===== src/rtl/core/bhq_pkg.sv =====
// Shared widths, word types, codes and helpers of the binary min-heap queue.
package bhq_pkg;

	// Sizing: the heap holds HEAP_CAP entries spread over LEVELS tree levels.
	localparam int unsigned HEAP_CAP = 1024;
	localparam int unsigned KEY_W    = 32;
	localparam int unsigned TAG_W    = 16;
	localparam int unsigned CNT_W    = $clog2(HEAP_CAP + 1);
	localparam int unsigned NODE_W   = CNT_W;
	localparam int unsigned LEVELS   = $clog2(HEAP_CAP + 1);
	localparam int unsigned LVL_W    = $clog2(LEVELS);

	typedef enum logic [1:0] {
		ST_OK    = 2'd0,
		ST_EMPTY = 2'd1,
		ST_FULL  = 2'd2
	} status_t;

	typedef enum logic {
		REQ_INSERT = 1'b0,
		REQ_REMOVE = 1'b1
	} req_type_t;

	typedef enum logic [1:0] {
		TOK_NONE  = 2'd0,
		TOK_INS   = 2'd1,
		TOK_FETCH = 2'd2,
		TOK_SIFT  = 2'd3
	} tok_kind_t;

	typedef enum logic [2:0] {
		S_IDLE  = 3'd0,
		S_INS   = 3'd1,
		S_FETCH = 3'd2,
		S_SIFT  = 3'd3,
		S_RESP  = 3'd4
	} state_t;

	typedef struct packed {
		logic [KEY_W-1:0] key;
		logic [TAG_W-1:0] tag;
	} entry_t;

	// Token walking down the cell row. node is 1-based heap numbering.
	typedef struct packed {
		tok_kind_t         kind;
		logic              placed;
		logic [NODE_W-1:0] node;
		entry_t            ent;
		entry_t            head;
	} token_t;

	// Write handed up to the level above during sift-down.
	typedef struct packed {
		logic              valid;
		logic [NODE_W-1:0] node;
		entry_t            ent;
	} wb_t;

	// Per-operation control broadcast to every cell.
	typedef struct packed {
		logic [NODE_W-1:0] target;
		logic [LVL_W-1:0]  tgt_lvl;
		logic [CNT_W-1:0]  cnt;
	} ctl_t;

	typedef struct packed {
		req_type_t        req_type;
		logic [KEY_W-1:0] key;
		logic [TAG_W-1:0] tag;
	} req_word_t;

	typedef struct packed {
		logic [KEY_W-1:0] out_key;
		logic [TAG_W-1:0] out_tag;
		status_t          status;
		logic [CNT_W-1:0] entry_count;
	} rsp_word_t;

	// Tree level of a 1-based node number: position of its top set bit.
	function automatic logic [LVL_W-1:0] lvl_of(input logic [NODE_W-1:0] n);
		logic [LVL_W-1:0] l;
		l = '0;
		for (int i = 0; i < NODE_W; i++) begin
			if (n[i]) begin
				l = LVL_W'(i);
			end
		end
		return l;
	endfunction

endpackage


===== src/rtl/core/bhq_cell.sv =====
// One tree level of the heap: its entry memory and its step of each walk.
module bhq_cell #(
	parameter int unsigned LVL = 0
) (
	input  logic            clk,
	input  logic            arst_n,
	input  bhq_pkg::ctl_t   ctl,
	input  bhq_pkg::token_t tok_in,
	output bhq_pkg::token_t tok_out,
	input  bhq_pkg::wb_t    wb_in,
	output bhq_pkg::wb_t    wb_out,
	output logic            done
);

	localparam int unsigned NW    = bhq_pkg::NODE_W;
	localparam int unsigned LW    = bhq_pkg::LVL_W;
	localparam int unsigned SPAN  = 1 << LVL;
	localparam int unsigned ROOM  = bhq_pkg::HEAP_CAP + 1 - SPAN;
	localparam int unsigned DEPTH = (SPAN < ROOM) ? SPAN : ROOM;
	localparam int unsigned AW    = (DEPTH > 1) ? $clog2(DEPTH) : 1;
	localparam logic [LW-1:0] MY_LVL   = LW'(LVL);
	localparam logic [LW-1:0] NEXT_LVL = LW'(LVL + 1);

	bhq_pkg::entry_t mem [DEPTH];
	bhq_pkg::entry_t rd0_q, rd1_q;
	bhq_pkg::token_t tok_s1, tok_q, tok_d;
	bhq_pkg::wb_t    wb_q, wb_d;
	bhq_pkg::entry_t own_wd, wd, pick_ent;
	logic            done_q, done_d;
	logic [AW-1:0]   ra0, ra1, wa, own_wa;
	logic            own_we, we;
	logic            take_now, pass_now, at_tgt;
	logic [NW:0]     lc, rc, pick, cnt_x;
	logic [NW+1:0]   pick_lc;
	logic            vl, vr, go_right, swap;

	// Slot of a 1-based node inside this level.
	function automatic logic [AW-1:0] addr_of(input logic [NW:0] node);
		logic [AW-1:0] a;
		a = '0;
		if (LVL != 0) begin
			a = node[AW-1:0];
		end
		return a;
	endfunction

	// Arrival: pick read addresses, decide whether the token stops here.
	always_comb begin
		take_now = 1'b0;
		pass_now = 1'b0;
		ra0      = addr_of({1'b0, tok_in.node});
		ra1      = addr_of({tok_in.node, 1'b1});
		case (tok_in.kind)
			bhq_pkg::TOK_INS: begin
				take_now = 1'b1;
			end
			bhq_pkg::TOK_FETCH: begin
				ra0 = addr_of({1'b0, ctl.target});
				if (LVL == 0 || MY_LVL == ctl.tgt_lvl) begin
					take_now = 1'b1;
				end else begin
					pass_now = 1'b1;
				end
			end
			bhq_pkg::TOK_SIFT: begin
				ra0 = addr_of({tok_in.node, 1'b0});
				if (LVL == 0) begin
					pass_now = 1'b1;
				end else begin
					take_now = 1'b1;
				end
			end
			default: begin
			end
		endcase
	end

	// Decision on registered read data.
	always_comb begin
		tok_d    = '0;
		wb_d     = '0;
		done_d   = 1'b0;
		own_we   = 1'b0;
		own_wa   = addr_of({1'b0, tok_s1.node});
		own_wd   = tok_s1.ent;
		at_tgt   = (MY_LVL == ctl.tgt_lvl);
		cnt_x    = {1'b0, ctl.cnt};
		lc       = {tok_s1.node, 1'b0};
		rc       = {tok_s1.node, 1'b1};
		vl       = (lc <= cnt_x);
		vr       = (rc <= cnt_x);
		go_right = vr && !(rd0_q.key < rd1_q.key);
		pick     = go_right ? rc : lc;
		pick_ent = go_right ? rd1_q : rd0_q;
		swap     = vl && (pick_ent.key < tok_s1.ent.key);
		pick_lc  = {pick, 1'b0};
		if (pass_now) begin
			tok_d = tok_in;
		end
		case (tok_s1.kind)
			bhq_pkg::TOK_INS: begin
				if (at_tgt) begin
					own_we = 1'b1;
					done_d = 1'b1;
				end else begin
					tok_d.kind = bhq_pkg::TOK_INS;
					tok_d.node = NW'(ctl.target >> (ctl.tgt_lvl - NEXT_LVL));
					// once placed, every node below shifts down one level
					if (tok_s1.placed || (tok_s1.ent.key < rd0_q.key)) begin
						own_we       = 1'b1;
						tok_d.placed = 1'b1;
						tok_d.ent    = rd0_q;
					end else begin
						tok_d.ent = tok_s1.ent;
					end
				end
			end
			bhq_pkg::TOK_FETCH: begin
				tok_d = tok_s1;
				if (LVL == 0) begin
					tok_d.head = rd0_q;
				end
				if (at_tgt) begin
					tok_d.ent = rd0_q;
				end
			end
			bhq_pkg::TOK_SIFT: begin
				wb_d.valid = 1'b1;
				wb_d.node  = tok_s1.node;
				wb_d.ent   = tok_s1.ent;
				if (!swap) begin
					done_d = 1'b1;
				end else begin
					wb_d.ent = pick_ent;
					if (pick_lc <= {1'b0, cnt_x}) begin
						tok_d.kind = bhq_pkg::TOK_SIFT;
						tok_d.node = NW'(pick);
						tok_d.ent  = tok_s1.ent;
					end else begin
						// chosen child is a leaf: the moved entry lands here
						own_we = 1'b1;
						own_wa = addr_of(pick);
						done_d = 1'b1;
					end
				end
			end
			default: begin
			end
		endcase
	end

	// Writes from below and own writes never meet: one walk at a time.
	always_comb begin
		we = own_we | wb_in.valid;
		wa = wb_in.valid ? addr_of({1'b0, wb_in.node}) : own_wa;
		wd = wb_in.valid ? wb_in.ent : own_wd;
	end

	always_ff @(posedge clk) begin
		rd0_q <= mem[ra0];
		rd1_q <= mem[ra1];
		if (we) begin
			mem[wa] <= wd;
		end
	end

	always_ff @(posedge clk or negedge arst_n) begin
		if (!arst_n) begin
			tok_s1 <= '0;
			tok_q  <= '0;
			wb_q   <= '0;
			done_q <= 1'b0;
		end else begin
			if (take_now) begin
				tok_s1 <= tok_in;
			end else begin
				tok_s1 <= '0;
			end
			tok_q  <= tok_d;
			wb_q   <= wb_d;
			done_q <= done_d;
		end
	end

	assign tok_out = tok_q;
	assign wb_out  = wb_q;
	assign done    = done_q;

endmodule


===== config.mk =====
export PLATFORM = sky130hd
export DESIGN_NAME = bhq_cell
export DESIGN_NICKNAME = d
export VERILOG_FILES = /design/src/rtl/core/bhq_pkg.sv /design/src/rtl/core/bhq_cell.sv
export SDC_FILE = /design/constraint.sdc
export NUM_CORES = 1
export LEC_CHECK = 0
export ABC_CLOCK_PERIOD_IN_PS = 5800
export BUFFER_PORTS_ARGS = -buffer_cell sky130_fd_sc_hd__buf_2
export CAP_MARGIN = 5
export CORE_ASPECT_RATIO = 1.2
export CORE_MARGIN = 8
export CORE_UTILIZATION = 31
export DETAILED_ROUTE_END_ITERATION = 12
export GPL_TIMING_DRIVEN = 1
export RECOVER_POWER = 25
export SLEW_MARGIN = 20
export SYNTH_ARGS = -nofsm -noshare
export SYNTH_HDL_FRONTEND = slang
export SYNTH_SLANG_ARGS = --single-unit
export TNS_END_PERCENT = 5

===== constraint.sdc =====
create_clock -name clk -period 5.8 [get_ports clk]
set_input_delay 1.16 -clock clk [delete_from_list [all_inputs] [get_ports clk]]
set_output_delay 1.16 -clock clk [all_outputs]
set_load 0.01 [all_outputs]

# After elaboration in Yosys (flattened, before gate mapping)
# Memory sizes are Yosys's and may differ from the RTL's. A register that Yosys moved wholly into a read port is not among the register bits.
# Index checks and enable logic that the tools add are counted.
[op_classes]
add_sub_neg = 1
magnitude_cmp = 6
n_eq_ne = 6
shift = 1
muxes = 30
n_bitwise = 1
reduce_logical = 6
[ops]
columns = ["operator", "count"]
rows = [
  ["48-bit 2-to-1 mux", 5],
  ["110-bit 2-to-1 mux", 2],
  ["59-bit one-hot mux with 3 select lines", 1],
  ["59-bit 2-to-1 mux", 2],
  ["32-bit < comparator", 3],
  ["62-bit 2-to-1 mux", 1],
  ["60-bit 2-to-1 mux", 1],
  ["12-bit by 11-bit less-or-equal comparator with 1-bit output", 2],
  ["13-bit by 11-bit less-or-equal comparator with 1-bit output", 1],
  ["1-bit 2-to-1 mux", 12],
  ["11-bit by 4-bit >> shifter with 11-bit output", 1],
  ["2-bit == test (second input constant)", 4],
  ["1-bit one-hot mux with 2 select lines", 3],
  ["2-bit one-hot mux with 3 select lines", 1],
  ["2-bit by 1-bit == test with 1-bit output (second input constant)", 2],
  ["4-bit zero test", 1],
  ["2-bit 2-to-1 mux", 2],
  ["4-bit by 1-bit subtractor with 4-bit output (second input constant)", 1],
  ["1-bit logical AND", 2],
  ["2-bit OR reduction", 1],
  ["1-bit zero test", 1],
  ["1-bit logical OR", 1],
  ["1-bit bitwise OR", 1],
]
[word_totals]
ff_bits = 233
mem_bits_rw = 48
output_inout_bits = 171
mem_count = 1
[mem_list]
columns = ["name", "words", "word_bits", "rd", "rd_ports_with_merged_regs", "wr", "line_no", "rtl"]
rows = [
  ["mem", 1, 48, 1, 1, 1, "bhq_cell.sv:24", "bhq_pkg::entry_t mem [DEPTH];"],
]

# Longest topological paths before layout
[logic_depth]
ltp_word = 11
ltp_mapped = 17
ltp_nobuf = 15

# Worst setup path after synthesis
# Ideal clock, no wire load.
[synth_path]
path_type = "input to register"
start = "input ctl[6] (netlist name)"
end = "memory mem[0][0] (netlist name), enable pin"
arrival_ns = 4.232
path_slack_ns = 1.161
stages = 14
n_path_buf = 0
cell_sequence = "inv_1 ha_1 nand4_2 o21bai_1 nor3_1 o21ai_0 nand2_1 ha_1 nand2b_1 a21oi_1 o311ai_1 a22o_1 nor3_1 or3_1"
[synth_via]
elab_chain_len = 10
word_cells_on_any_way = 12
cone_classes = "order compare: 3; mux: 6; bitwise: 1; reduce/logical: 2"
[synth_lines]
columns = ["item", "line_no", "rtl"]
rows = [
  ["from (decl)", "bhq_cell.sv:7", "input bhq_pkg::ctl_t ctl,"],
  ["12-bit by 11-bit less-or-equal comparator with 1-bit output", "bhq_cell.sv:91", "vr = (rc <= cnt_x);"],
  ["1-bit logical AND", "bhq_cell.sv:92", "go_right = vr && !(rd0_q.key < rd1_q.key);"],
  ["1-bit 2-to-1 mux", "bhq_cell.sv:93", "pick = go_right ? rc : lc;"],
  ["13-bit by 11-bit less-or-equal comparator with 1-bit output", "bhq_cell.sv:135", "if (pick_lc <= {1'b0, cnt_x}) begin"],
  ["1-bit 2-to-1 mux", "bhq_cell.sv:135", ""],
  ["1-bit 2-to-1 mux (*)", "bhq_cell.sv:131", "if (!swap) begin"],
  ["1-bit one-hot mux with 2 select lines (*)", "bhq_cell.sv:100", "case (tok_s1.kind)"],
  ["1-bit bitwise OR (*)", "bhq_cell.sv:154", "we = own_we | wb_in.valid;"],
  ["net we", "bhq_cell.sv:31", "logic own_we, we;"],
  ["1-bit 2-to-1 mux (*)", "bhq_cell.sv:162", "if (we) begin"],
  ["1-bit 2-to-1 mux (implied by the code) (*)", "bhq_cell.sv:163", "mem[wa] <= wd;"],
  ["to (decl)", "bhq_cell.sv:24", ""],
]
# The timed path passes the listed nets; every way through them passes the cells marked *.

# Final worst setup path
[layout_path]
start = "input ctl[6] (netlist name)"
end = "memory mem[0][6] (netlist name), enable pin"
# Same word-level chain as after synthesis.

==> metrics.md <==
| Metric | Value |
|---|---|
| Number of placed I/O pins | `369` |
| Gpl congestion | `0.834` |
| Port bufs | `357` |
| Final ANT Viol Nets | `0` |
| Fmax achieved | `230 MHz` |
| Leading post-synthesis cells by cell area | `dfrtp_1 41%, edfxtp_1 10%, dfxtp_1 6.8%` |
| DRC Markers | `0` |
| Crit start category | `input pin` |
| Synth warnings | `0` |
| Fin util | `39.6%` |
| Failing checks | `capacitance limit, slew limit` |
| Slew @ Worst Pin | `2.86 ns` |
| Cts hold-fix bufs | `0` |
| Most common cell after layout, fill and taps aside | `buf_2` |
| Hold crit path type | `reg -> reg` |
| CP Data Required Time | `6.08 ns` |
| 1st-pass router iterations | `4` |
| CP max stage cell | `or3_2` |
| Average routed wire per standard cell | `22.3 um` |
| Final-layout fill cell count | `4425` |
| Crit path time final | `4.35 ns` |
| Vias in the first global route | `11200` |
| Initial antenna violation count | `10` |
| Rel. slew slack | `-90.6%` |
| Clock root buffer | `clkbuf_16` |
| Die W | `211 um` |
| Number of max-cap violations | `2` |
| Crit path kind | `in -> reg` |
| CP peak stage delay | `0.75 ns` |
| Yosys reg bits | `329` |
| Hold depth | `0` |
| Crit. End Element | `flip-flop` |
| Synth area leader | `dfrtp_1` |
| Static leakage | `8.86 nW` |
| Vias per cell | `4.97` |
| CTS max path bufs | `3` |
| Net count, final | `1730` |
| Total GRT Usage | `17.6%` |
| Fin. max-slew vios | `131` |
| P&R area growth vs syn | `26.1%` |
| Most common flop cell mapped by yosys | `dfrtp_1` |
| Post-Route WL | `47200 um` |
| Worst-path clk slew | `0.06 ns` |
| DP HPWL | `32600 um` |
| Syn nets | `1389` |
| Share of post-route cells with drive strength above 1 | `34.0%` |
| Largest net degree at the start of global routing | `108` |
| Cell row count | `85` |
| RSZ-0062 raised after global routing | `no` |
| Critical Path AT | `4.63 ns` |
| Synth cell types | `68` |
| Maximum vdd ir drop | `208 uV` |
| CTS resizes | `0` |
| Worst-path cell chain | `buf_2 > inv_1 > ha_1 > nand4_2 > o21bai_1 > nor3_1 > o21ai_0 > nand2_1 > ha_1 > nand2b_1 > a21oi_1 > o311ai_1 > a22o_1 > nor3_1 > or3_2 > buf_12` |
| Initial DRC Count | `458` |
| Die Y | `250 um` |
| CTS buffer count | `38` |
| Post-synth ARST share | `70.8%` |
| Initial Util | `31.4%` |
| Outcome | `complete, but fails checks` |
| FF-to-FF path depth | `14` |
| First-pass GRT wire length | `70900 um` |
| Clk sink count | `329` |
| Setup bufs post-CTS | `0` |
| Final setup viols | `0` |
| Final hold violations | `0` |
| Post-synth EDFFs | `48` |
| Commonest cells after routing, fill and taps aside | `353 x buf_2, 233 x dfrtp_1, 62 x nor2b_1, 60 x mux2i_1, 59 x ha_1` |
| Total gr overflow | `0` |
| Seq/Total Area, Yosys | `58.4%` |
| Final period util | `75.0%` |
| Core Area | `44900 um^2` |
| H-tree depth | `2` |
| Clock Skews | `0.0167 ns` |
| Top-area cell type share of the netlist area | `41.3%` |
| Synthesized area | `14100 um^2` |
| Setup TNS | `0 ns` |
| Die area | `52600 um^2` |
| Pwr/cell area | `330 nW/um^2` |
| Vias | `10500` |
| Synthesized instance count | `1129` |
| CP max FO | `27` |
| Synthesized area per cell | `12.5 um^2` |
| CTS tree | `built` |
| Worst skew pair latency | `0.55 ns` |
==> path summary, 6_finish.rpt <==
check	start	endpoint	slack, ns
worst max register to register	lc[6]$_DFF_PN0_	mem[0][6]$_DFFE_PP_	1.71
worst min-delay path	mem[0][12]$_DFFE_PP_	rd1_q[12]$_DFF_P_	0.34
worst max-delay path	ctl[6]	mem[0][6]$_DFFE_PP_	1.45
max in group asynchronous	arst_n	tok_out[3]$_DFF_PN0_	2.57
min in group asynchronous	arst_n	wb_out[26]$_DFF_PN0_	1.43
worst min register to register	mem[0][12]$_DFFE_PP_	rd1_q[12]$_DFF_P_	0.34
==> report_power, final <==
group / total, mW / internal [mW] / switching [mW]
clock network: 2.39 / 1.39 / 1.00
registers: 2.62 / 2.52 / 0.108
logic: 0.847 / 0.351 / 0.495
total: 5.87 / 4.26 / 1.61
==> cells in the mapped netlist, types with 7 or more instances <==
cell	n
mux2_2	51
dfrtp_1	233
a22o_1	50
nor2b_1	63
and2_1	10
o21a_1	7
a21oi_1	25
ha_1	62
clkbuf_1	45
nor2_1	55
nand2_1	38
edfxtp_1	48
a22oi_1	9
inv_1	55
nand4_1	9
buf_1	7
buf_2	9
dfxtp_1	48
a221o_1	51
nand3_1	15
nor3_1	38
a221oi_1	7
nor3b_1	19
mux2i_1	60
o21ai_0	28
a21o_1	11
==> critical path, delay by kind of cell <==
family	cells	cell delay [ns]
adder cells (fa/ha/maj)	2	0.60
AO/OA/AOI/OAI	5	1.11
buffers and inverters	3	0.44
AND/OR/NAND/NOR	6	1.24
==> area by class of cell <==
type	count	area (um^2)	share of cell area, %
diodes	5	12.5	0.0703
clock buffers	51	1060	5.96
clock inverters	19	186	1.05
inverters	56	210	1.18
multi-input cells	673	5400	30.4
flip-flops and latches	329	8230	46.3
well taps	609	762	4.28
repair buffers	372	1920	10.8
==> registers in the layout, indices dropped and copies added, names as in the netlist <==
name / cells
lc: 11
own_wd: 48
rd1_q: 48
tok_out: 110
wb_out: 60
mem: 48
tok_s1: 3
done: 1
==> layer usage <==
metal / part of all wire, % / GRT usage [%] / wire, um / up-vias
li1: - / - / - / 4784
met2: 50 / 30.1 / 23500 / 331
met1: 40 / 21.0 / 19000 / 5300
met4: 3.0 / 6.16 / 1420 / 8
met5: 0.11 / 0 / 54 / -
met3: 6.8 / 4.54 / 3190 / 80
==> per-stage QoR <==
| step | cells | hold WS [ns] | power, mW | worst slack, ns | instance area [um^2] |
|---|---|---|---|---|---|
| detailed placement | 2039 | 0.327 | 3.52 | 0.934 | 16500 |
| global placement | 2039 | 0.323 | 3.51 | 0.984 | 16500 |
| finish | 2114 | 0.337 | 5.87 | 1.45 | 17800 |
| CTS | 2109 | 0.335 | 5.94 | 1.49 | 17800 |
| floorplan | 1129 | 0.323 | 3.13 | 1.16 | 14100 |
| global route | 2113 | 0.342 | 6.13 | 1.29 | 17800 |
==> cell families (layout without fill, tap and decap cells) <==
group | after synthesis | count (layout) | share of synthesized area, %
xor gates and xnor gates | 3 | 3 | 0.186
adders and majority gates | 62 | 62 | 5.50
and+or+nand+nor | 270 | 270 | 10.5
muxes | 113 | 113 | 8.65
DFF | 329 | 329 | 58.4
AOI/OAI and AO/OA | 225 | 225 | 12.9
buffers and inverters | 127 | 498 | 3.83
other | 0 | 5 | 0
(Power assumes the default switching activity.)
