## src/rtl/core/bhq_pkg.sv

```systemverilog
// Shared widths, word types, codes and helpers of the binary min-heap queue.
package bhq_pkg;

	// Sizing: the heap holds HEAP_CAP entries spread over LEVELS tree levels.
	localparam int unsigned HEAP_CAP = 1024;
	localparam int unsigned KEY_W    = 32;
	localparam int unsigned TAG_W    = 16;
	localparam int unsigned CNT_W    = $clog2(HEAP_CAP + 1);
	localparam int unsigned NODE_W   = CNT_W;
	localparam int unsigned LEVELS   = $clog2(HEAP_CAP + 1);
	localparam int unsigned LVL_W    = $clog2(LEVELS);

	typedef enum logic [1:0] {
		ST_OK    = 2'd0,
		ST_EMPTY = 2'd1,
		ST_FULL  = 2'd2
	} status_t;

	typedef enum logic {
		REQ_INSERT = 1'b0,
		REQ_REMOVE = 1'b1
	} req_type_t;

	typedef enum logic [1:0] {
		TOK_NONE  = 2'd0,
		TOK_INS   = 2'd1,
		TOK_FETCH = 2'd2,
		TOK_SIFT  = 2'd3
	} tok_kind_t;

	typedef enum logic [2:0] {
		S_IDLE  = 3'd0,
		S_INS   = 3'd1,
		S_FETCH = 3'd2,
		S_SIFT  = 3'd3,
		S_RESP  = 3'd4
	} state_t;

	typedef struct packed {
		logic [KEY_W-1:0] key;
		logic [TAG_W-1:0] tag;
	} entry_t;

	// Token walking down the cell row. node is 1-based heap numbering.
	typedef struct packed {
		tok_kind_t         kind;
		logic              placed;
		logic [NODE_W-1:0] node;
		entry_t            ent;
		entry_t            head;
	} token_t;

	// Write handed up to the level above during sift-down.
	typedef struct packed {
		logic              valid;
		logic [NODE_W-1:0] node;
		entry_t            ent;
	} wb_t;

	// Per-operation control broadcast to every cell.
	typedef struct packed {
		logic [NODE_W-1:0] target;
		logic [LVL_W-1:0]  tgt_lvl;
		logic [CNT_W-1:0]  cnt;
	} ctl_t;

	typedef struct packed {
		req_type_t        req_type;
		logic [KEY_W-1:0] key;
		logic [TAG_W-1:0] tag;
	} req_word_t;

	typedef struct packed {
		logic [KEY_W-1:0] out_key;
		logic [TAG_W-1:0] out_tag;
		status_t          status;
		logic [CNT_W-1:0] entry_count;
	} rsp_word_t;

	// Tree level of a 1-based node number: position of its top set bit.
	function automatic logic [LVL_W-1:0] lvl_of(input logic [NODE_W-1:0] n);
		logic [LVL_W-1:0] l;
		l = '0;
		for (int i = 0; i < NODE_W; i++) begin
			if (n[i]) begin
				l = LVL_W'(i);
			end
		end
		return l;
	endfunction

endpackage

```

## src/rtl/core/bhq_ctrl.sv

```systemverilog
// Request sequencer of the heap queue: count, walk launch and result word.
module bhq_ctrl (
	input  logic               clk,
	input  logic               arst_n,
	input  logic               start,
	output logic               busy,
	input  bhq_pkg::req_word_t req,
	output logic               done,
	output bhq_pkg::rsp_word_t rsp,
	output bhq_pkg::ctl_t      ctl,
	output bhq_pkg::token_t    tok_first,
	input  bhq_pkg::token_t    tok_last,
	input  logic               cells_done
);

	localparam int unsigned CW = bhq_pkg::CNT_W;
	localparam int unsigned NW = bhq_pkg::NODE_W;
	localparam int unsigned LW = bhq_pkg::LVL_W;
	localparam int unsigned KW = bhq_pkg::KEY_W;
	localparam int unsigned TW = bhq_pkg::TAG_W;

	bhq_pkg::state_t  state_q, state_d;
	bhq_pkg::token_t  tok_q, tok_d;
	bhq_pkg::status_t status_q;
	logic [CW-1:0]    held_q, held_inc, held_dec;
	logic [NW-1:0]    tgt_q;
	logic [LW-1:0]    lvl_q;
	logic [KW-1:0]    key_q;
	logic [TW-1:0]    tag_q;
	logic             accept, full, empty, fetched;

	assign held_inc = held_q + 1'b1;
	assign held_dec = held_q - 1'b1;
	assign full     = (held_q == CW'(bhq_pkg::HEAP_CAP));
	assign empty    = (held_q == '0);
	assign fetched  = (tok_last.kind == bhq_pkg::TOK_FETCH);
	assign accept   = start && !busy;

	always_comb begin
		state_d = state_q;
		case (state_q)
			bhq_pkg::S_IDLE: begin
				if (start) begin
					if (req.req_type == bhq_pkg::REQ_INSERT) begin
						state_d = full ? bhq_pkg::S_RESP : bhq_pkg::S_INS;
					end else begin
						state_d = empty ? bhq_pkg::S_RESP : bhq_pkg::S_FETCH;
					end
				end
			end
			bhq_pkg::S_INS, bhq_pkg::S_SIFT: begin
				if (cells_done) begin
					state_d = bhq_pkg::S_RESP;
				end
			end
			bhq_pkg::S_FETCH: begin
				if (fetched) begin
					state_d = empty ? bhq_pkg::S_RESP : bhq_pkg::S_SIFT;
				end
			end
			bhq_pkg::S_RESP: begin
				state_d = bhq_pkg::S_IDLE;
			end
			default: begin
				state_d = bhq_pkg::S_IDLE;
			end
		endcase
	end

	always_comb begin
		busy      = (state_q != bhq_pkg::S_IDLE);
		done      = (state_q == bhq_pkg::S_RESP);
		rsp       = '{out_key: key_q, out_tag: tag_q, status: status_q, entry_count: held_q};
		ctl       = '{target: tgt_q, tgt_lvl: lvl_q, cnt: held_q};
		tok_first = tok_q;
	end

	// Walk word launched into the cell row on the next cycle.
	always_comb begin
		tok_d = '0;
		if (accept) begin
			if (req.req_type == bhq_pkg::REQ_INSERT) begin
				if (!full) begin
					// new slot is node count+1; walk root to it
					tok_d.kind = bhq_pkg::TOK_INS;
					tok_d.node = NW'(1);
					tok_d.ent  = '{key: req.key, tag: req.tag};
				end
			end else if (!empty) begin
				// fetch root and last slot in one pass
				tok_d.kind = bhq_pkg::TOK_FETCH;
			end
		end
		if (state_q == bhq_pkg::S_FETCH && fetched && !empty) begin
			tok_d.kind = bhq_pkg::TOK_SIFT;
			tok_d.node = NW'(1);
			tok_d.ent  = tok_last.ent;
		end
	end

	always_ff @(posedge clk or negedge arst_n) begin
		if (!arst_n) begin
			state_q  <= bhq_pkg::S_IDLE;
			held_q   <= '0;
			tok_q    <= '0;
			tgt_q    <= '0;
			lvl_q    <= '0;
			status_q <= bhq_pkg::ST_OK;
			key_q    <= '0;
			tag_q    <= '0;
		end else begin
			state_q <= state_d;
			tok_q   <= tok_d;
			if (accept) begin
				key_q <= '0;
				tag_q <= '0;
				if (req.req_type == bhq_pkg::REQ_INSERT) begin
					if (full) begin
						status_q <= bhq_pkg::ST_FULL;
					end else begin
						status_q <= bhq_pkg::ST_OK;
						held_q   <= held_inc;
						tgt_q    <= NW'(held_inc);
						lvl_q    <= bhq_pkg::lvl_of(NW'(held_inc));
					end
				end else begin
					if (empty) begin
						status_q <= bhq_pkg::ST_EMPTY;
					end else begin
						status_q <= bhq_pkg::ST_OK;
						held_q   <= held_dec;
						tgt_q    <= NW'(held_q);
						lvl_q    <= bhq_pkg::lvl_of(NW'(held_q));
					end
				end
			end else if (state_q == bhq_pkg::S_FETCH && fetched) begin
				key_q <= tok_last.head.key;
				tag_q <= tok_last.head.tag;
			end
		end
	end

endmodule

```

## config.mk

```make
export PLATFORM = sky130hd
export DESIGN_NAME = bhq_ctrl
export DESIGN_NICKNAME = d
export VERILOG_FILES = /design/src/rtl/core/bhq_pkg.sv /design/src/rtl/core/bhq_ctrl.sv
export SDC_FILE = /design/constraint.sdc
export NUM_CORES = 1
export LEC_CHECK = 0
export ABC_CLOCK_PERIOD_IN_PS = 3200
export BUFFER_PORTS_ARGS = -buffer_cell sky130_fd_sc_hd__clkbuf_2
export CORE_AREA = 2 2 139 141
export CTS_CLUSTER_SIZE = 10
export DETAILED_ROUTE_END_ITERATION = 8
export DIE_AREA = 0 0 141 143
export GPL_TIMING_DRIVEN = 0
export HOLD_SLACK_MARGIN = 0.12
export PLACE_DENSITY = 0.72
export SLEW_MARGIN = 30
export SYNTH_ARGS = -nofsm -noshare
export SYNTH_HDL_FRONTEND = slang
export SYNTH_SLANG_ARGS = --single-unit
```

## constraint.sdc

```tcl
create_clock -name clk -period 3.2 [get_ports clk]
set_clock_uncertainty 0.15 [all_clocks]
set_input_delay 0.32 -clock clk [delete_from_list [all_inputs] [get_ports clk]]
set_output_delay 0.32 -clock clk [all_outputs]
set_load 0.005 [all_outputs]
```

Yosys cells after proc, flatten, opt, wreduce, memory -nomap -nowiden --
Index checks and enable logic that the tools add are counted.
Word-level totals: bits in read-only memories 0, memories kept 0, bits of input ports 163, memory bits (writable) 0, register bits after elaboration 140, bits in latches 0
Cells by class: order comparisons 0, div/mod/pow operators 0, shifts and indexed selects 0, eq/ne operators 11, bitwise gates (word level) 0, multiplexer cells 52, multiply operators 0, reduce and logical (&&, ||, !) cells 12, $add $sub $neg 2
Operators by type and width (count):
- $mux 49 | 3
- $mux 4 | 21
- $mux 32 | 2
- $mux 59 | 1
- $mux 11 | 5
- $mux 16 | 2
- $mux 3 | 7
- $mux 2 | 6
- $add 11x1->11 const B | 1
- $eq 11x11->1 const B | 1
- $logic_not 11->1 | 1
- $sub 11x1->11 const B | 1
- $ne 2x2->1 const B | 5
- $pmux 3 s3 | 1
- $eq 3x2->1 const B | 2
- $reduce_and 3->1 | 2
- $mux 1 | 4
- $eq 3x1->1 const B | 1
- $eq 3x3->1 const B | 1
- $logic_and 1x1->1 | 3
- $logic_not 3->1 | 1
- $reduce_bool 3->1 | 1
- $eq 2x2->1 const B | 1
- $logic_not 1->1 | 2
- other kinds (2) | 2

Longest topological paths before layout --
Gate-level depths: netlist of the first run.
depth in word-level cells 13, depth in mapped cells 10, gate-level depth less buffers 8

Worst setup path after synthesis of the first run --
No wires, ideal clock.
kind flip-flop to flip-flop, start point register held_q[0], end point register tok_q (netlist bit tok_first[76]), cell stages (with the launch flop) 10, period minus slack after synthesis 2262 ps, setup time 121 ps, data arrival time 1991 ps, slack 938 ps, required time 2929 ps, buffers on the path 2, cells stage by stage dfrtp_1 > inv_1 > ha_1 > nor3b_4 > nand3_2 > nor2_2 > and2b_1 > buf_4 > buf_6 > a22o_1
RTL lines:
- start, declared | line bhq_ctrl.sv:25 | logic [CW-1:0] held_q, held_inc, held_dec;
- start signal, assigned | line bhq_ctrl.sv:122 | held_q <= held_inc;
- start signal, assigned | line bhq_ctrl.sv:131 | held_q <= held_dec;
- end signal, assigned | line bhq_ctrl.sv:113 | tok_q <= tok_d;
- end, declared | line bhq_ctrl.sv:23 | bhq_pkg::token_t tok_q, tok_d;

==> report_table.html, run 1 <==
<table>
<tr><th>Metric</th><th>Value</th></tr>
<tr><th colspan="2">CTS</th></tr>
<tr><td>Maximum level of the CTS H-tree</td><td>4</td></tr>
<tr><td>Total CTS buffers</td><td>17</td></tr>
<tr><td>Clock latency on the worst-skew pair</td><td>about 0.42 ns</td></tr>
<tr><td>CTS sink cnt</td><td>129</td></tr>
<tr><td>CTS clock-pin slew for the worst setup and hold paths</td><td>0.06 ns</td></tr>
<tr><td>CTS tree</td><td>built</td></tr>
<tr><td>Cell chosen for the clock root</td><td>clkbuf_16</td></tr>
<tr><td>Maximum buffer depth of the clock tree</td><td>2</td></tr>
<tr><th colspan="2">Timing</th></tr>
<tr><td>Number of endpoints with negative hold slack in the final report</td><td>0</td></tr>
<tr><td>Number of failing setup endpoints in the final timing report</td><td>0</td></tr>
<tr><td>Share of the cycle needed by the critical path after routing</td><td>93.5%</td></tr>
<tr><td>Transition time of the tightest slew-check pin</td><td>just over 0.6 ns</td></tr>
<tr><td>RSZ-0062 raised after global routing</td><td>no</td></tr>
<tr><td>Min Tclk post-route</td><td>2.99 ns</td></tr>
<tr><td>Remaining max-slew budget at the tightest pin</td><td>~59%</td></tr>
<tr><td>Number of max-slew violations in the final report</td><td>0</td></tr>
<tr><td>Maximum clock frequency</td><td>approximately 330 MHz</td></tr>
<tr><td>Setup TNS after final layout</td><td>0 ns</td></tr>
<tr><th colspan="2">Place</th></tr>
<tr><td>Detailed Place HPWL</td><td>15100 um</td></tr>
<tr><td>PortBufs</td><td>290</td></tr>
<tr><td>RD Place Congestion</td><td>0.886</td></tr>
<tr><td>Placement-stage cell area</td><td>~8200 um^2</td></tr>
<tr><td>Placed cells</td><td>roughly 1200</td></tr>
<tr><th colspan="2">Final layout</th></tr>
<tr><td>Total number of nets in the final design</td><td>1252</td></tr>
<tr><td>Total area of sequential cells</td><td>3230 um^2</td></tr>
<tr><td>Area occupied by multi-input gates</td><td>approximately 2400 um^2</td></tr>
<tr><td>Relative area change from synthesis to final layout</td><td>67.3%</td></tr>
<tr><td>FILL cells</td><td>1552</td></tr>
<tr><td>Final design instance area without fill</td><td>just over 10000 um^2</td></tr>
<tr><td>Final instance count without filler cells</td><td>1334</td></tr>
<tr><td>Most frequent cells in the layout</td><td>clkbuf_2, dlygate4sd3_1, dfrtp_1</td></tr>
<tr><td>Fraction of layout instances using a drive strength above 1</td><td>39.5%</td></tr>
<tr><td>Most common cell after layout, fill and taps aside</td><td>clkbuf_2</td></tr>
<tr><th colspan="2">Drt</th></tr>
<tr><td>Routed wire per std cell</td><td>roughly 17 um</td></tr>
<tr><td>DR DRC count</td><td>0</td></tr>
<tr><td>Vias per cell</td><td>4.78</td></tr>
<tr><td>Final WL</td><td>22500 um</td></tr>
<tr><td>Number of vias in the routed layout</td><td>6373</td></tr>
<tr><td>Remaining antenna violation count</td><td>0</td></tr>
<tr><td>Router iterations before antenna repair</td><td>5</td></tr>
<tr><td>Iteration-0 DRC Markers</td><td>335</td></tr>
<tr><th colspan="2">Min path</th></tr>
<tr><td>Hold Path Depth</td><td>5</td></tr>
<tr><td>Worst hold start</td><td>tok_last[109]</td></tr>
<tr><td>Hold Crit Class</td><td>primary input to register</td></tr>
<tr><td>Hold worst-path end</td><td>state_q[2]$_DFFE_PN0P_</td></tr>
<tr><th colspan="2">Critical path</th></tr>
<tr><td>R2r setup slk</td><td>0.21 ns</td></tr>
<tr><td>Type of the worst setup path</td><td>register to register</td></tr>
<tr><td>Setup crit end kind</td><td>register</td></tr>
<tr><td>Required time of the critical path</td><td>3.34 ns</td></tr>
<tr><td>Reg-to-reg startpoint</td><td>held_q[0]$_DFFE_PN0P_</td></tr>
<tr><td>Worst-path fanout max</td><td>10</td></tr>
<tr><td>R2R cell count</td><td>9</td></tr>
<tr><td>Data arrival time at the worst-slack endpoint</td><td>3.14 ns</td></tr>
<tr><td>Crit start category</td><td>register</td></tr>
<tr><td>Endpoint of the worst-slack reg-to-reg timing path</td><td>tok_first[55]$_DFF_PN0_</td></tr>
<tr><th colspan="2">Floorplan</th></tr>
<tr><td>Die outline area</td><td>20200 um^2</td></tr>
<tr><td>Die width</td><td>141 um</td></tr>
<tr><td>Number of rows created at floorplan</td><td>50</td></tr>
<tr><td>Vertical die dimension</td><td>143 um</td></tr>
<tr><td>Num ports</td><td>362</td></tr>
<tr><td>CORE AREA</td><td>18600 um^2</td></tr>
<tr><td>Initial standard-cell utilization of the core</td><td>33.2%</td></tr>
<tr><th colspan="2">Synthesis</th></tr>
<tr><td>Most frequently used flop master after synthesis</td><td>dfrtp_1</td></tr>
<tr><td>Ys async rst share</td><td>100%</td></tr>
<tr><td>Sequential-to-total area share from yosys stat</td><td>between 50% and 60%</td></tr>
<tr><td>Area share of the largest cell type after synthesis</td><td>52.3%</td></tr>
<tr><td>Post-Synthesis Cell Area</td><td>between 6000 and 7000 um^2</td></tr>
<tr><td>Count of mapped cells out of synthesis</td><td>566</td></tr>
<tr><td>Synth warnings</td><td>0</td></tr>
<tr><td>Avg Synthesized Cell Area</td><td>10.9 um^2</td></tr>
<tr><td>Top cells by area, synth</td><td>dfrtp_1, a22o_1, buf_4, nand2_1, o21ai_0</td></tr>
<tr><td>Total of flip-flops plus latches after synthesis</td><td>129</td></tr>
<tr><td>Cell taking the most area after synthesis</td><td>dfrtp_1</td></tr>
<tr><td>Count of cell types in the netlist</td><td>64</td></tr>
<tr><td>Number of synthesized flops with an enable pin</td><td>0</td></tr>
<tr><th colspan="2">Global route</th></tr>
<tr><td>GRT Residual Overflow</td><td>0</td></tr>
<tr><td>Total track usage</td><td>21.6%</td></tr>
<tr><td>Number of global-route vias before repair</td><td>6433</td></tr>
<tr><td>Number of antenna violations at the first check in global routing</td><td>2</td></tr>
<tr><td>First-pass GRT wire length</td><td>34000 um</td></tr>
<tr><td>Pin count of the biggest net entering global routing</td><td>50</td></tr>
<tr><th colspan="2">Pwr</th></tr>
<tr><td>Design Power</td><td>7.47 mW</td></tr>
<tr><td>Reported leakage power</td><td>5.44 nW</td></tr>
<tr><td>Largest vdd supply drop</td><td>0.342 mV</td></tr>
<tr><td>Pwr/cell area</td><td>between 700 and 800 nW/um^2</td></tr>
<tr><th colspan="2">Status</th></tr>
<tr><td>Result of the run</td><td>completed</td></tr>
<tr><th colspan="2">Flow run</th></tr>
<tr><td>Number of max-cap violations</td><td>0</td></tr>
</table>
-- flip-flops by register name, summed over array words and instances (netlist names) --
| signal | cells |
|---|---|
| tok_first | 50 |
| key_q | 32 |
| tag_q | 16 |
| held_q | 11 |
| tgt_q | 11 |
| lvl_q | 4 |
| state_q | 3 |
| status_q | 2 |
-- routing by layer --
metal / vias to the layer above / wire length, um / GRT usage [%]
met5: - / 0 / 0
met4: 0 / 558 / 7.53
met3: 46 / 1810 / 7.71
met2: 304 / 11400 / 37.7
met1: 3065 / 8740 / 24.7
li1: 2958 / - / -
-- cell usage after synthesis (7+ instances only) --
| library cell | count |
|---|---|
| buf_4 | 72 |
| nand2_1 | 35 |
| a31oi_1 | 7 |
| clkbuf_1 | 17 |
| o21ai_0 | 26 |
| dfrtp_1 | 129 |
| nor3_1 | 7 |
| nand3_1 | 7 |
| a22o_1 | 96 |
| nor2_1 | 31 |
| buf_2 | 18 |
| inv_1 | 11 |
| a21oi_1 | 14 |
| xnor2_1 | 12 |
-- stage by stage --
stage	hold slack [ns]	util, %	setup WS (ns)
floorplan	-0.126	-	0.938
global placement	0.315	43.8	-0.437
detailed placement	0.113	44.1	0.433
CTS	0.141	55.3	0.0380
global route	0.172	55.6	0.00357
finish	0.163	55.6	0.207
-- where the power goes --
part | switching [mW] | internal [mW] | total, mW
Combinational | 1.49 | 1.41 | 2.90
Sequential | 0.367 | 2.14 | 2.51
Clock | 0.814 | 1.25 | 2.07
-- final cells by class --
cell class | count | area share, %
sequential | 129 | 31.3
timing repair buffer | 442 | 29.1
multi-input combinational | 370 | 23.1
buffer | 114 | 7.27
clock buffer | 17 | 4.12
tap | 234 | 2.84
clock inverter | 15 | 1.90
inverter | 11 | 0.400
antenna | 2 | 0.0485
-- critical path: stages, from the launching register on --
cell,delay (ns)
dfrtp_2,0.48
inv_1,0.15
ha_1,0.19
nor3b_4,0.29
nand4_1,0.24
and2_1,0.22
buf_2,0.20
buf_6,0.17
a22o_1,0.24
dlygate4sd3_1,0.55
-- how the worst max path moves through the flow --
stage,from,end,slack [ns],cells past startpoint
2_1_floorplan,held_q[0]$_DFFE_PN0P_,tok_first[76]$_DFF_PN0_,0.94,9
3_3_place_gp,arst_n,tok_first[79]$_DFF_PN0_,-0.44,1
3_5_place_dp,held_q[1]$_DFFE_PN0P_,tok_first[94]$_DFF_PN0_,0.43,9
4_1_cts,held_q[1]$_DFFE_PN0P_,tok_first[55]$_DFF_PN0_,0.04,9
5_1_grt,held_q[0]$_DFFE_PN0P_,tok_first[50]$_DFF_PN0_,0.004,9
6_report,held_q[0]$_DFFE_PN0P_,tok_first[55]$_DFF_PN0_,0.21,9
-- kinds of logic after synthesis --
kind of cell | synth area share [%]
AOI/OAI and AO/OA | 21.6
DFF | 52.3
buffers and inverters | 12.8
and+or+nand+nor | 9.49
xor gates and xnor gates | 2.27
adders and majority gates | 0.973
muxes | 0.487
other | 0.0608
-- repair_timing --
action                                  in CTS  in global routing
setup buffers                                0                  4
hold buffers                               146                  0
endpoints found under the setup margin       0                  8
resized for setup                            0                  4
endpoints found under the hold margin      228                  0
No activity file was read; power rests on OpenSTA's default activity.
==> run 2, diff against run 1 <==
ABC_CLOCK_PERIOD_IN_PS = 2800   (was 3200)
TNS_END_PERCENT = 5   (was unset)
clock period = 2.8 ns   (was 3.2 ns; I/O delays follow)
==> run 2 against run 1 <==
Against the previous run:
- count of clock-buffer cells in the layout unchanged
- first-iteration DRC count grew 3.3%
- global-route usage up 0.33 points
- largest cell class unchanged
- combinational power grew 14%
- critical path depth shrank 2
- worst hold slack better by 0.022 ns
- largest power group unchanged
- wire length is 1.4% higher
==> report_table.html, run 2 (synthesis gave the netlist of run 1 again) <==
<table>
<tr><th>Metric</th><th>Value</th></tr>
<tr><th colspan="2">CTS</th></tr>
<tr><td>Maximum buffer depth of the clock tree</td><td>2 (unchanged)</td></tr>
<tr><td>CTS clock-pin slew for the worst setup and hold paths</td><td>0.07 ns (about the same)</td></tr>
<tr><td>CTS tree</td><td>built</td></tr>
<tr><td>Maximum level of the CTS H-tree</td><td>4 (unchanged)</td></tr>
<tr><td>Clock latency on the worst-skew pair</td><td>0.42 ns (about the same)</td></tr>
<tr><td>Cell chosen for the clock root</td><td>clkbuf_16</td></tr>
<tr><td>Total CTS buffers</td><td>17 (unchanged)</td></tr>
<tr><td>CTS sink cnt</td><td>129 (unchanged)</td></tr>
<tr><th colspan="2">Critical path</th></tr>
<tr><td>Required time of the critical path</td><td>3.00 ns (-0.34 ns)</td></tr>
<tr><td>Setup crit end kind</td><td>register</td></tr>
<tr><td>Data arrival time at the worst-slack endpoint</td><td>2.81 ns (-0.33 ns)</td></tr>
<tr><td>Type of the worst setup path</td><td>primary input to register</td></tr>
<tr><td>Crit start category</td><td>primary input</td></tr>
<tr><td>Worst path max stage delay</td><td>0.56 ns (about the same)</td></tr>
<tr><td>Cells along the critical path</td><td>dlygate4sd3_1 -&gt; clkbuf_2 -&gt; or3b_1 -&gt; nor3b_4 -&gt; and2b_1 -&gt; clkbuf_1 -&gt; a22o_1</td></tr>
<tr><td>Worst-path fanout max</td><td>10 (unchanged)</td></tr>
<tr><td>Crit path max-delay cell type</td><td>dlygate4sd3_1</td></tr>
<tr><th colspan="2">Drt</th></tr>
<tr><td>DR DRC count</td><td>0 (unchanged)</td></tr>
<tr><td>Number of vias in the routed layout</td><td>6388 (+0.24%)</td></tr>
<tr><td>Routed wire per std cell</td><td>17.1 um (+1.4%)</td></tr>
<tr><td>Iteration-0 DRC Markers</td><td>346 (+3.3%)</td></tr>
<tr><td>Router iterations before antenna repair</td><td>5 (unchanged)</td></tr>
<tr><td>Remaining antenna violation count</td><td>0 (unchanged)</td></tr>
<tr><td>Final WL</td><td>22800 um (+1.4%)</td></tr>
<tr><td>Vias per cell</td><td>4.79 (+0.16%)</td></tr>
<tr><th colspan="2">Final layout</th></tr>
<tr><td>Most frequent cells in the layout</td><td>clkbuf_2, dlygate4sd3_1, dfrtp_1</td></tr>
<tr><td>Utilization of the core after routing</td><td>55.7% (+0.16 points)</td></tr>
<tr><td>FILL cells</td><td>1543 (-0.58%)</td></tr>
<tr><td>Total number of nets in the final design</td><td>1254 (+0.16%)</td></tr>
<tr><td>Most common cell after layout, fill and taps aside</td><td>clkbuf_2</td></tr>
<tr><td>Final design instance area without fill</td><td>10400 um^2 (+0.29%)</td></tr>
<tr><td>Relative area change from synthesis to final layout</td><td>67.8%</td></tr>
<tr><td>Fraction of layout instances using a drive strength above 1</td><td>39.6% (+0.11 points)</td></tr>
<tr><td>Number of flip-flops under the largest register name</td><td>50 (unchanged)</td></tr>
<tr><th colspan="2">Global route</th></tr>
<tr><td>Number of global-route vias before repair</td><td>6464 (+0.48%)</td></tr>
<tr><td>Number of antenna violations at the first check in global routing</td><td>1 (-1)</td></tr>
<tr><td>Pin count of the biggest net entering global routing</td><td>50 (unchanged)</td></tr>
<tr><td>First-pass GRT wire length</td><td>34400 um (+1.1%)</td></tr>
<tr><td>Total track usage</td><td>22.0% (+0.33 points)</td></tr>
<tr><td>GRT Residual Overflow</td><td>0 (unchanged)</td></tr>
<tr><th colspan="2">Pwr</th></tr>
<tr><td>Design Power</td><td>8.54 mW (+14%)</td></tr>
<tr><td>Reported leakage power</td><td>5.44 nW (about the same)</td></tr>
<tr><td>Largest vdd supply drop</td><td>0.390 mV (+14%)</td></tr>
<tr><td>Pwr/cell area</td><td>825 nW/um^2 (+14%)</td></tr>
<tr><th colspan="2">Timing</th></tr>
<tr><td>Number of endpoints with negative hold slack in the final report</td><td>0 (unchanged)</td></tr>
<tr><td>Share of the cycle needed by the critical path after routing</td><td>between 90% and 100%</td></tr>
<tr><td>Number of failing setup endpoints in the final timing report</td><td>0 (unchanged)</td></tr>
<tr><td>Maximum clock frequency</td><td>383 MHz</td></tr>
<tr><td>Transition time of the tightest slew-check pin</td><td>0.547 ns (-0.0662 ns)</td></tr>
<tr><td>Remaining max-slew budget at the tightest pin</td><td>63.5% (+4.6 points)</td></tr>
<tr><td>Min Tclk post-route</td><td>~2.6 ns</td></tr>
<tr><td>Number of max-slew violations in the final report</td><td>0 (unchanged)</td></tr>
<tr><td>Worst Slack Setup Final</td><td>0.192 ns (-0.0155 ns)</td></tr>
<tr><th colspan="2">Floorplan</th></tr>
<tr><td>Vertical die dimension</td><td>143 um (unchanged)</td></tr>
<tr><td>Initial standard-cell utilization of the core</td><td>33.2% (unchanged)</td></tr>
<tr><td>Die outline area</td><td>20200 um^2 (unchanged)</td></tr>
<tr><td>Num ports</td><td>362 (unchanged)</td></tr>
<tr><td>Die width</td><td>141 um (unchanged)</td></tr>
<tr><td>CORE AREA</td><td>18600 um^2 (unchanged)</td></tr>
<tr><td>Number of rows created at floorplan</td><td>50 (unchanged)</td></tr>
<tr><th colspan="2">Place</th></tr>
<tr><td>RD Place Congestion</td><td>0.886 (unchanged)</td></tr>
<tr><td>Worst setup timing slack at the placement stage</td><td>0.0326 ns (-0.400 ns)</td></tr>
<tr><td>Detailed Place HPWL</td><td>15100 um (unchanged)</td></tr>
<tr><td>Placement-stage cell area</td><td>8190 um^2 (unchanged)</td></tr>
<tr><td>PortBufs</td><td>290 (unchanged)</td></tr>
<tr><th colspan="2">Min path</th></tr>
<tr><td>Hold Crit Class</td><td>primary input to register</td></tr>
<tr><th colspan="2">Status</th></tr>
<tr><td>Result of the run</td><td>completed</td></tr>
<tr><th colspan="2">Flow run</th></tr>
<tr><td>Number of max-cap violations</td><td>0 (unchanged)</td></tr>
</table>
-- run 2: changes by cell type in the layout (fill, tap and decap cells not counted), sizes merged --
cell	delta
clkbuf	+1
buf	-2
dlygate4sd3	+3
diode	-1
-- run 2: repair_timing --
item	4_1_cts	5_1_grt
resized for setup	0	8
setup endpoints to repair	0	65
setup buffers	0	3
hold buffers	149	0
endpoints found under the hold margin	229	0
-- run 2: cell type report --
| type | count | area, um^2 | share of cell area [%] |
|---|---|---|---|
| Sequential cell | 129 | 3230 | 31.2 |
| Timing Repair Buffer | 444 | 3020 | 29.2 |
| Multi-Input combinational cell | 370 | 2390 | 23.1 |
| Buffer | 114 | 752 | 7.26 |
| Clock buffer | 17 | 425 | 4.11 |
| Tap cell | 234 | 293 | 2.83 |
| Clock inverter | 15 | 196 | 1.90 |
| Inverter | 11 | 41.3 | 0.399 |
| Antenna cell | 1 | 2.50 | 0.0242 |
-- run 2: worst paths after layout --
path | slack (ns) | from | depth (start not counted) | end
max in group asynchronous | 1.74 | arst_n | 3 | tok_first[57]$_DFF_PN0_
min in group asynchronous | 0.19 | arst_n | 2 | tgt_q[4]$_DFFE_PN0P_
worst max-delay path | 0.19 | tok_last[108] | 7 | tok_first[57]$_DFF_PN0_
worst max register to register | 0.22 | held_q[0]$_DFFE_PN0P_ | 9 | tok_first[90]$_DFF_PN0_
worst min register to register | 0.32 | tgt_q[8]$_DFFE_PN0P_ | 2 | tgt_q[8]$_DFFE_PN0P_
worst min-delay path | 0.18 | start | 5 | tgt_q[1]$_DFFE_PN0P_
-- run 2: metal layers --
| metal | wire [um] | up-vias | global-route usage (%) |
|---|---|---|---|
| li1 | - | 2950 | - |
| met4 | 655 | 0 | 8.00 |
| met5 | 0 | - | 0 |
| met3 | 1770 | 53 | 7.68 |
| met1 | 8790 | 3063 | 25.0 |
| met2 | 11600 | 322 | 38.3 |
-- run 2: stage by stage --
| step | TNS (ns) | hold WS [ns] | std cells |
|---|---|---|---|
| floorplan | 0 | -0.166 | 624 |
| global placement | -101.43 | 0.315 | 1148 |
| detailed placement | 0 | 0.0733 | 1150 |
| CTS | 0 | 0.167 | 1331 |
| global route | -0.00742 | 0.203 | 1335 |
| finish | 0 | 0.185 | 1335 |
-- run 2: report_power, final --
part	switching, mW	leakage, nW	total [mW]	internal [mW]
registers	0.422	1.71	2.87	2.45
clock network	0.933	0.296	2.36	1.43
logic	1.70	3.43	3.31	1.60
total	3.06	5.44	8.54	5.48
-- run 2: worst max-delay path, delay by kind of cell --
family | cells | cell delay, ns
compound gates | 1 | 0.22
simple gates | 3 | 1.16
buf+inv | 3 | 1.14
==> run 3, diff against run 2 <==
GPL_TIMING_DRIVEN = unset   (was 0)
==> run 3 against run 2 <==
Against the previous run:
- critical path depth unchanged
- setup slack better by 0.095 ns
- critical path type is now register to register
- via count down 6.3%
- largest power group unchanged
- cell area down 5.7%
- sequential share of layout area up 1.8 points
- largest cell class is now flip-flops and latches
- die area unchanged
- fmax up 3.8%
==> report_table.html, run 3 (synthesis gave the netlist of run 1 again) <==
<table>
<tr><th>Metric</th><th>Value</th></tr>
<tr><th colspan="2">Drt</th></tr>
<tr><td>Router iterations before antenna repair</td><td>5 (unchanged)</td></tr>
<tr><td>Number of vias in the routed layout</td><td>5985 (-6.3%)</td></tr>
<tr><td>DR DRC count</td><td>0 (unchanged)</td></tr>
<tr><td>Iteration-0 DRC Markers</td><td>391 (+13%)</td></tr>
<tr><td>Vias per cell</td><td>4.83 (+0.95%)</td></tr>
<tr><td>Routed wire per std cell</td><td>16.9 um (-1.1%)</td></tr>
<tr><td>Final WL</td><td>20900 um (-8.2%)</td></tr>
<tr><td>Remaining antenna violation count</td><td>0 (unchanged)</td></tr>
<tr><th colspan="2">Global route</th></tr>
<tr><td>Number of global-route vias before repair</td><td>6056 (-6.3%)</td></tr>
<tr><td>GRT Residual Overflow</td><td>0 (unchanged)</td></tr>
<tr><td>Total track usage</td><td>20.6% (-1.4 points)</td></tr>
<tr><td>Pin count of the biggest net entering global routing</td><td>54 (+8.0%)</td></tr>
<tr><td>Number of antenna violations at the first check in global routing</td><td>1 (unchanged)</td></tr>
<tr><td>First-pass GRT wire length</td><td>32100 um (-6.8%)</td></tr>
<tr><th colspan="2">Critical path</th></tr>
<tr><td>Crit start category</td><td>register</td></tr>
<tr><td>Worst-path fanout max</td><td>10 (unchanged)</td></tr>
<tr><td>R2r setup slk</td><td>0.29 ns (+0.07 ns)</td></tr>
<tr><td>Required time of the critical path</td><td>2.95 ns (-0.05 ns)</td></tr>
<tr><td>Setup crit end kind</td><td>register</td></tr>
<tr><td>Type of the worst setup path</td><td>register to register</td></tr>
<tr><td>Data arrival time at the worst-slack endpoint</td><td>2.66 ns (-0.15 ns)</td></tr>
<tr><th colspan="2">Timing</th></tr>
<tr><td>Number of endpoints with negative hold slack in the final report</td><td>0 (unchanged)</td></tr>
<tr><td>Remaining max-slew budget at the tightest pin</td><td>57.0% (-6.5 points)</td></tr>
<tr><td>Maximum clock frequency</td><td>398 MHz (+3.8%)</td></tr>
<tr><td>Setup TNS after final layout</td><td>0 ns (unchanged)</td></tr>
<tr><td>Number of failing setup endpoints in the final timing report</td><td>0 (unchanged)</td></tr>
<tr><td>Worst Slack Setup Final</td><td>0.286 ns (+0.0948 ns)</td></tr>
<tr><td>Number of max-slew violations in the final report</td><td>0 (unchanged)</td></tr>
<tr><td>Transition time of the tightest slew-check pin</td><td>0.643 ns (+0.0964 ns)</td></tr>
<tr><td>Share of the cycle needed by the critical path after routing</td><td>89.8% (-3.4 points)</td></tr>
<tr><td>RSZ-0062 raised after global routing</td><td>no</td></tr>
<tr><td>Min Tclk post-route</td><td>2.51 ns (-0.0948 ns)</td></tr>
<tr><th colspan="2">Place</th></tr>
<tr><td>Worst setup timing slack at the placement stage</td><td>0.354 ns (+0.322 ns)</td></tr>
<tr><td>PortBufs</td><td>290 (unchanged)</td></tr>
<tr><td>RD Place Congestion</td><td>0.907 (+2.3%)</td></tr>
<tr><td>Placement-stage cell area</td><td>7640 um^2 (-6.7%)</td></tr>
<tr><td>Placed cells</td><td>1058 (-8.0%)</td></tr>
<tr><td>Detailed Place HPWL</td><td>13800 um (-8.9%)</td></tr>
<tr><th colspan="2">CTS</th></tr>
<tr><td>CTS clock-pin slew for the worst setup and hold paths</td><td>0.06 ns (about the same)</td></tr>
<tr><td>Maximum buffer depth of the clock tree</td><td>2 (unchanged)</td></tr>
<tr><td>Number of setup buffers added after CTS</td><td>0 (unchanged)</td></tr>
<tr><td>Total CTS buffers</td><td>17 (unchanged)</td></tr>
<tr><td>Post-CTS Resized</td><td>0 (unchanged)</td></tr>
<tr><td>Cell chosen for the clock root</td><td>clkbuf_16</td></tr>
<tr><td>CTS tree</td><td>built</td></tr>
<tr><td>Maximum level of the CTS H-tree</td><td>4 (unchanged)</td></tr>
<tr><td>Hold-fix buffers, CTS</td><td>148 (-0.67%)</td></tr>
<tr><td>Clock latency on the worst-skew pair</td><td>0.42 ns (about the same)</td></tr>
<tr><td>CTS sink cnt</td><td>129 (unchanged)</td></tr>
<tr><th colspan="2">Status</th></tr>
<tr><td>Result of the run</td><td>completed</td></tr>
<tr><th colspan="2">Final layout</th></tr>
<tr><td>Number of flip-flops under the largest register name</td><td>50 (unchanged)</td></tr>
<tr><td>Total number of nets in the final design</td><td>1158 (-7.7%)</td></tr>
<tr><td>Final design instance area without fill</td><td>9770 um^2 (-5.7%)</td></tr>
<tr><td>Fraction of layout instances using a drive strength above 1</td><td>35.8% (-3.9 points)</td></tr>
<tr><td>Relative area change from synthesis to final layout</td><td>58.3%</td></tr>
<tr><td>Most common cell after layout, fill and taps aside</td><td>clkbuf_2</td></tr>
<tr><td>Final instance count without filler cells</td><td>1239 (-7.2%)</td></tr>
<tr><td>Most frequent cells in the layout</td><td>clkbuf_2, dlygate4sd3_1, dfrtp_1</td></tr>
<tr><th colspan="2">Pwr</th></tr>
<tr><td>Largest vdd supply drop</td><td>0.457 mV (+17%)</td></tr>
<tr><td>Reported leakage power</td><td>5.04 nW (-7.3%)</td></tr>
<tr><td>Design Power</td><td>8.38 mW (-1.9%)</td></tr>
<tr><td>Pwr/cell area</td><td>858 nW/um^2 (+4.0%)</td></tr>
<tr><th colspan="2">Floorplan</th></tr>
<tr><td>CORE AREA</td><td>18600 um^2 (unchanged)</td></tr>
<tr><td>Number of rows created at floorplan</td><td>50 (unchanged)</td></tr>
<tr><td>Initial standard-cell utilization of the core</td><td>33.2% (unchanged)</td></tr>
<tr><td>Vertical die dimension</td><td>143 um (unchanged)</td></tr>
<tr><td>Die width</td><td>141 um (unchanged)</td></tr>
<tr><td>Die outline area</td><td>20200 um^2 (unchanged)</td></tr>
<tr><td>Num ports</td><td>362 (unchanged)</td></tr>
<tr><th colspan="2">Flow run</th></tr>
<tr><td>Number of max-cap violations</td><td>0 (unchanged)</td></tr>
<tr><th colspan="2">Min path</th></tr>
<tr><td>Hold Crit Class</td><td>primary input to register</td></tr>
</table>
==> run 3: final timing paths <==
path                                       startpoint  cells after the start                     end
min in group asynchronous                      arst_n                      2    tgt_q[8]$_DFFE_PN0P_
worst max register to register  held_q[0]$_DFFE_PN0P_                      7    lvl_q[1]$_DFFE_PN0P_
worst max-delay path            held_q[0]$_DFFE_PN0P_                      7    lvl_q[1]$_DFFE_PN0P_
max in group asynchronous                      arst_n                      3   held_q[9]$_DFFE_PN0P_
worst min-delay path                    tok_last[108]                      3  state_q[1]$_DFFE_PN0P_
worst min register to register  tgt_q[10]$_DFFE_PN0P_                      2   tgt_q[10]$_DFFE_PN0P_
==> run 3: per-layer routing <==
metal  part of all wire (%)  vias to the layer above  track usage [%]  routed length (um)
met4                    2.9                        0             9.53                 603
met2                     51                      329             34.6               10600
li1                       -                     2766                -                   -
met3                    8.4                       47             7.08                1760
met5                      0                        -                0                   0
met1                     38                     2843             23.7                7990
==> run 3: final cells by class <==
class                           count  area, um^2
Antenna cell                        1        2.50
Clock inverter                     15         215
Sequential cell                   129        3230
Inverter                           11        41.3
Timing Repair Buffer              462        3180
Tap cell                          234         293
Fill cell                        1603        8810
Multi-Input combinational cell    370        2380
Clock buffer                       17         425
==> run 3: power breakdown <==
group	internal [mW]	switching, mW
Combinational	1.48	1.55
Clock	1.45	0.962
Sequential	2.44	0.492
==> run 3: stage by stage <==
| stage | hold WS, ns | util [%] |
|---|---|---|
| 6_report | 0.187 | 52.6 |
| 5_1_grt | 0.199 | 52.6 |
| 4_1_cts | 0.162 | 52.6 |
| 3_5_place_dp | 0.106 | 41.1 |
| 3_3_place_gp | 0.104 | 41.0 |
| 2_1_floorplan | -0.166 | - |
==> run 3: critical path, stage by stage (launching register included) <==
cell and delay, ns:
dfrtp_1 0.48, ha_1 0.36, and2_0 0.29, o211ai_1 0.13, o21ai_0 0.09, a2111oi_0 0.59, nand4bb_1 0.22, a31oi_1 0.08
